[src/rtl/gcd_pkg.sv]
// ----------------------------------------------------------------------------
// gcd_pkg
// shared widths, fixed-point types and elaboration-time cordic tables for the
// great circle distance pipeline
// ----------------------------------------------------------------------------
package gcd_pkg;

  localparam int FRAC_BITS = 24;
  localparam int CW        = FRAC_BITS + 4;   // signed fixed-point word
  localparam int MW        = CW - 1;          // magnitude of a fixed-point word

  typedef logic signed [CW-1:0] fix_t;

  // angle reduction
  localparam int TW      = 29;                // angle in hundredths of a second
  localparam int RW      = 25;                // remainder inside one quadrant
  localparam int CLO_W   = 31;
  localparam int CHI_W   = 33;
  localparam int ZSH     = 86 - FRAC_BITS;
  localparam int FULL_W  = ZSH + CW;

  localparam longint CSEC_PER_DEG = 360000;
  localparam longint CSEC_PER_MIN = 6000;
  localparam longint CSEC_TURN    = 129600000;
  localparam longint CSEC_QUARTER = 32400000;
  localparam longint CSEC_EIGHTH  = 16200000;

  typedef enum logic [1:0] {
    QUAD_0   = 2'd0,
    QUAD_90  = 2'd1,
    QUAD_180 = 2'd2,
    QUAD_270 = 2'd3
  } quad_t;

  // square root
  localparam int SQ_W = FRAC_BITS + 2;        // radicand 1 +/- d
  localparam int RT_W = FRAC_BITS + 1;        // root

  // distance
  localparam int     RAD_W        = 16;
  localparam int     RAD10_W      = 20;
  localparam int     DIST_W       = 21;
  localparam longint DKM_PER_KM   = 10;
  localparam longint OUT_MAX      = 2097151;
  localparam logic [RAD_W-1:0] RADIUS_RESET = 16'd6378;

  // ports
  localparam int IN_W   = 112;
  localparam int ANG_W  = 28;
  localparam int OUT_W  = 24;
  localparam int ADDR_W = 2;
  localparam int DATA_W = 32;
  localparam logic [ADDR_W-1:0] ADDR_RADIUS = 2'd0;

  // long division, quotient truncated to 64 bits
  function automatic logic [63:0] udiv128(input logic [127:0] a, input logic [63:0] d);
    logic [64:0] r;
    logic [63:0] q;
    r = '0;
    q = '0;
    if (d != 64'd0) begin
      for (int i = 127; i >= 0; i--) begin
        r = {r[63:0], a[i]};
        q = {q[62:0], 1'b0};
        if (r >= {1'b0, d}) begin
          r = r - {1'b0, d};
          q[0] = 1'b1;
        end
      end
    end
    return q;
  endfunction

  function automatic logic [63:0] udiv(input logic [63:0] a, input logic [63:0] d);
    return udiv128({64'd0, a}, d);
  endfunction

  function automatic logic [63:0] atan_inv62(input logic [63:0] n);
    logic [63:0] p;
    logic [63:0] sum;
    logic [63:0] t;
    p   = udiv(64'd1 << 62, n);
    sum = '0;
    for (int k = 0; k < 64; k++) begin
      if (p != 64'd0) begin
        t   = udiv(p, 64'(2 * k + 1));
        sum = k[0] ? sum - t : sum + t;
        p   = udiv(p, n * n);
      end
    end
    return sum;
  endfunction

  function automatic logic [63:0] to_frac(input logic [63:0] v);
    return (v + (64'd1 << (61 - FRAC_BITS))) >> (62 - FRAC_BITS);
  endfunction

  function automatic logic [63:0] pi4_62();
    return 64'd4 * atan_inv62(64'd5) - atan_inv62(64'd239);
  endfunction

  function automatic logic [63:0] atan_frac(input int i);
    logic [63:0] sum;
    logic [63:0] t;
    sum = '0;
    if (i == 0) begin
      sum = pi4_62();
    end else begin
      for (int k = 0; k < 32; k++) begin
        if (i * (2 * k + 1) <= 62) begin
          t   = udiv(64'd1 << (62 - i * (2 * k + 1)), 64'(2 * k + 1));
          sum = k[0] ? sum - t : sum + t;
        end
      end
    end
    return to_frac(sum);
  endfunction

  function automatic logic [63:0] gain_frac();
    logic [63:0]  k2;
    logic [127:0] num;
    logic [127:0] res;
    logic [127:0] bitv;
    k2 = 64'd1 << 62;
    for (int i = 0; i < 32; i++) begin
      if (i < FRAC_BITS) k2 = k2 - udiv(k2, (64'd1 << (2 * i)) + 64'd1);
    end
    num  = {2'b00, k2, 62'd0};
    res  = '0;
    bitv = 128'd1 << 126;
    for (int j = 0; j < 64; j++) begin
      if (num >= res + bitv) begin
        num = num - (res + bitv);
        res = (res >> 1) + bitv;
      end else begin
        res = res >> 1;
      end
      bitv = bitv >> 2;
    end
    return to_frac(res[63:0]);
  endfunction

  function automatic logic [63:0] rad_per_csec();
    return udiv128({40'd0, pi4_62(), 24'd0}, 64'(CSEC_EIGHTH));
  endfunction

  localparam logic [63:0] RAD_PER_CSEC = rad_per_csec();
  localparam logic [63:0] GAIN_F       = gain_frac();

endpackage

[src/rtl/gcd_isqrt.sv]
// ----------------------------------------------------------------------------
// gcd_isqrt
// pipelined floor square root of radicand * 2^FRAC_BITS, one root bit a stage
// ----------------------------------------------------------------------------
module gcd_isqrt (
  input  logic                       clk,
  input  logic                       en,
  input  logic [gcd_pkg::SQ_W-1:0]   radicand,
  output logic [gcd_pkg::RT_W-1:0]   root
);
  import gcd_pkg::*;

  localparam int NW = SQ_W + FRAC_BITS;
  localparam int S  = FRAC_BITS + 1;

  logic [NW:0] num [1:S];
  logic [NW:0] res [1:S];

  for (genvar k = 0; k < S; k++) begin : g_bit
    localparam logic [NW:0] BITV = (NW+1)'(1) << (2 * (FRAC_BITS - k));
    logic [NW:0] num_in;
    logic [NW:0] res_in;
    logic [NW:0] trial;
    if (k == 0) begin : g_first
      assign num_in = {1'b0, radicand, {FRAC_BITS{1'b0}}};
      assign res_in = '0;
    end else begin : g_next
      assign num_in = num[k];
      assign res_in = res[k];
    end
    assign trial = res_in + BITV;
    always_ff @(posedge clk) begin
      if (en) begin
        if (num_in >= trial) begin
          num[k+1] <= num_in - trial;
          res[k+1] <= (res_in >> 1) + BITV;
        end else begin
          num[k+1] <= num_in;
          res[k+1] <= res_in >> 1;
        end
      end
    end
  end

  assign root = res[S][RT_W-1:0];

endmodule

[config.mk]
export PLATFORM = sky130hd
export DESIGN_NAME = gcd_isqrt
export DESIGN_NICKNAME = d
export VERILOG_FILES = /design/src/rtl/gcd_pkg.sv /design/src/rtl/gcd_isqrt.sv
export SDC_FILE = /design/constraint.sdc
export NUM_CORES = 2
export LEC_CHECK = 0
export BUFFER_PORTS_ARGS = -buffer_cell sky130_fd_sc_hd__buf_2
export CORE_MARGIN = 2
export CORE_UTILIZATION = 35
export DETAILED_ROUTE_END_ITERATION = 7
export HOLD_SLACK_MARGIN = 0.06
export PLACE_DENSITY = 0.51
export SYNTH_ARGS = -nofsm -noshare
export SYNTH_HDL_FRONTEND = slang
export SYNTH_SLANG_ARGS = --single-unit
[constraint.sdc]
create_clock -name clk -period 3.4 [get_ports clk]
set_clock_uncertainty 0.05 [all_clocks]
set_input_delay 0.34 -clock clk [delete_from_list [all_inputs] [get_ports clk]]
set_output_delay 0.34 -clock clk [all_outputs]
set_load 0.005 [all_outputs]
==> key figures <==
Floorplanning
  • Core area: between 150000 and 200000 um^2
  • Die H: approximately 410 um
  • Width of the die: 409.7 um
  • # IOs: between 50 and 60
  • Initial Utilization: 35.30%
  • Row count: between 100 and 150
  • Full die area: around 170000 um^2

Timing
  • Setup TNS: -6.000 ns
  • Final min period: between 3 and 4 ns
  • RSZ-0062 raised after global routing: yes
  • Peak Freq: roughly 270 MHz
  • Final hold violation count: 0
  • PnR worst setup slack: -0.2855 ns
  • Final Cycle Share: 108.4%
  • Slew Viols, Final: 0
  • # setup viols final: 28
  • Relative slew margins: between 30% and 40%
  • Least-Margin Pin Slew: a little over 0.9 ns
  • Worst hold slack: 0.2135 ns

Pwr
  • Total internal power: around 29 mW
  • Pleak: 26.03 nW
  • Worst IR Drop VDD: between 0.0005 and 0.0006 V
  • Reg power frac: ~46%
  • Net Switching: about 12 mW
  • Combinational power share: just over 20%
  • Clock share of power: roughly a third
  • Net Sw Frac: 29.10%
  • Power per cell area: between 500 and 600 nW/um^2

Logic synthesis
  • Avg Synthesized Cell Area: roughly 12 um^2
  • Adder-cell share of the synthesized area: under 10%
  • Mapped Cells: 4949
  • Synth top area cells: edfxtp_1, ha_1, xor2_1
  • Synth Area in Simple Gates: between 10% and 20%
  • List of most frequent post-synthesis cells: edfxtp_1, inv_1, nand2_1
  • Yosys reg bits: 1094
  • Count leader, synth: edfxtp_1
  • Post-Synth XOR/XNOR Area: under 10%
  • Main synth FF type: edfxtp_1
  • Synth Cell Area: about 58000 um^2
  • YS warnings: 0
  • Yosys top cell by area: edfxtp_1
  • Post-synth EDFFs: 1094
  • Mux contribution to synthesized area: less than 1%
  • Seq/Total Area, Yosys: a little under three fifths
  • Synth Area in Compound Gates: 10.68%
  • Post-synth ARST share: 0%
  • Syn Nets: about 5300
  • Cell variety after synth: 84
  • Largest family of logic cells by synthesized area: simple AND/OR/NAND/NOR gates
  • Post-synth top area share: 57.04%

Detailed routing
  • Routed Wire Length: approximately 130 mm
  • Wl on met1: 57.88 mm
  • Starting DRT DRC Count: approximately 2500
  • DR WL/cell: between 15 and 20 um
  • Vias per cell: approximately 5.0
  • Routed wl met3: approximately 4.9 mm
  • WL met2: between 60 and 70 mm
  • Vias: ~38000
  • DRC Markers: 0
  • First-pass detailed-route iteration total: 5
  • Highest metal used: met4
  • Final ANT Viol Nets: 0

CTS
  • CTS tree: built
  • Worst skew pair latency: just under 0.8 ns
  • CTS H-tree depth: 4
  • CTS buffer count: 130
  • CTS Sinks: around 1100
  • Clk buf depth: 3
  • Clock Pin Slew Worst Setup and Hold Paths: about 0.06 ns
  • CTS Root Cell: clkbuf_16

Job
  • MaxCap Viol Count: 0

Critical path
  • Critical-path cell list: ha_2 > or4_4 > or4b_4 > nand2b_4 > or3_4 > or4b_4 > a211oi_4 > buf_4 > mux2_4
  • Startpoint Class: register
  • Worst path arrival time: just over 4 ns
  • WP data required: approximately 3.9 ns
  • Slowest Stage Delay on Critical Path: 0.57 ns
  • Worst path most repeated cell: or4b_4
  • Worst reg2reg path depth: 9
  • Critical path class: register to register
  • Critical path capture point type: register
  • Crit path max fanout: 4
  • Critical path's slowest cell: or4b_4

Place
  • Port Buf Inserts: 52
  • Placed Instance Area: around 62000 um^2
  • Post-Place Cells: about 7300
  • DP HPWL: 94.67 mm
  • GPL Wtd Cong: approximately 0.83

GRT
  • Pin count of the biggest net entering global routing: ~130
  • GRT overflow: 0
  • First-pass GRT wire length: between 200 and 250 mm
  • Tot GR Track Use: 15.13%
  • Vias in the first global route: 37240
  • Initial antenna violation count: 4

Hold path
  • HP Class: input port to register
  • Hold Path Stages: 2

Cells and area
  • Layout Utilization: 41.50%
  • Multi-input gate area in the final layout: about 23000 um^2
  • Final nets: between 5000 and 6000
  • Share of cells above drive strength 1: a little over an eighth
  • Final Non-Filler Cells: 7600
  • Final instance area: around 68000 um^2
  • Register area: 32850 um^2
  • Number of antenna diodes: 0
  • Layout area overhead: 17.57%
  • Fillers: about 15000

Run status
  • Status: finished, violations left
  • Failing checks: setup timing
[per-layer routing]
layer / vias up / global-route usage (%)
li1: 18940 / -
met3: 185 / 2.511
met4: 0 / 4.222
met2: 573 / 25.74
met1: 17940 / 19.82
met5: - / 0
[critical path, delay by kind of cell (launching register included)]
kind | cells | cell delay (ns)
compound gates | 1 | 0.33
fa+ha+maj | 1 | 0.19
buf+inv | 1 | 0.17
flops | 1 | 0.40
mux | 1 | 0.28
simple gates | 5 | 2.02
[through the flow]
stage	power, mW	setup slack [ns]
after floorplan	23.99	-0.2739
after global placement	26.75	-0.2700
after detailed placement	26.77	-0.3091
after CTS	40.89	-0.2514
after global routing	42.79	-0.3905
final	40.58	-0.2855
[kinds of logic (layout without fill, tap and decap cells)]
| kind of cell | after synthesis | count (layout) |
|---|---|---|
| compound gates | 984 | 984 |
| xor+xnor | 505 | 505 |
| fa+ha+maj | 336 | 336 |
| buf+inv | 528 | 1003 |
| flops | 1094 | 1094 |
| mux | 42 | 42 |
| simple gates | 1460 | 1461 |
[power groups by stage]
stage	Clock, mW	Combinational [mW]	Sequential, mW
after floorplan	0	5.81	18.2
final	13.8	8.30	18.5
after global routing	14.8	9.31	18.7
after CTS	14.2	8.13	18.5
after global placement	0	7.97	18.8
after detailed placement	0	7.99	18.8
[sequential cells by signal, indices dropped and copies added, names as in the netlist]
signal	count
res	325
num	769
[path summary, 6_finish.rpt]
kind,from,end,slack (ns)
max,num[0][749],num[0][798],-0.29
min,radicand[18],num[0][93],0.21
min reg2reg,res[0][687],res[0][737],0.38
max reg2reg,num[0][749],num[0][798],-0.29
[layout make-up]
| type | instances | area share [%] |
|---|---|---|
| clock buffer | 156 | 4.949 |
| multi-input combinational | 3328 | 34.70 |
| sequential | 1094 | 48.52 |
| timing repair buffer | 354 | 4.111 |
| clock inverter | 82 | 1.417 |
| inverter | 411 | 2.289 |
| tap | 2175 | 4.019 |
[timing repair]
| item | CTS | global route |
|---|---|---|
| pin swaps | 11 | 36 |
| buffers inserted | 7 | 12 |
| cloned | 2 | 2 |
| setup endpoints to repair | 58 | 258 |
| hold buffers | 28 | 0 |
| resized for setup | 22 | 154 |
| hold endpoints to repair | 43 | 0 |
[layout by cell type (no fill, tap or decap), types with 24 or more instances in the layout]
master and count:
clkbuf_1 26, nand4_1 30, or4_1 38, mux2_2 38
edfxtp_1 1094, nand2b_1 74, o21ai_0 268, o31ai_1 24
inv_1 408, a21oi_1 248, xor2_1 274, xnor2_1 231
nand3_1 88, dlygate4sd3_1 28, clkbuf_16 132, nor2_1 311
nand2_1 366, and3_1 29, or3_1 53, nor4_1 85
o21a_1 60, ha_1 323, buf_2 51, a21o_1 123
clkinv_1 25, nor3_1 138, nor2b_1 46, buf_4 255
No activity file was read; power rests on OpenSTA's default activity.
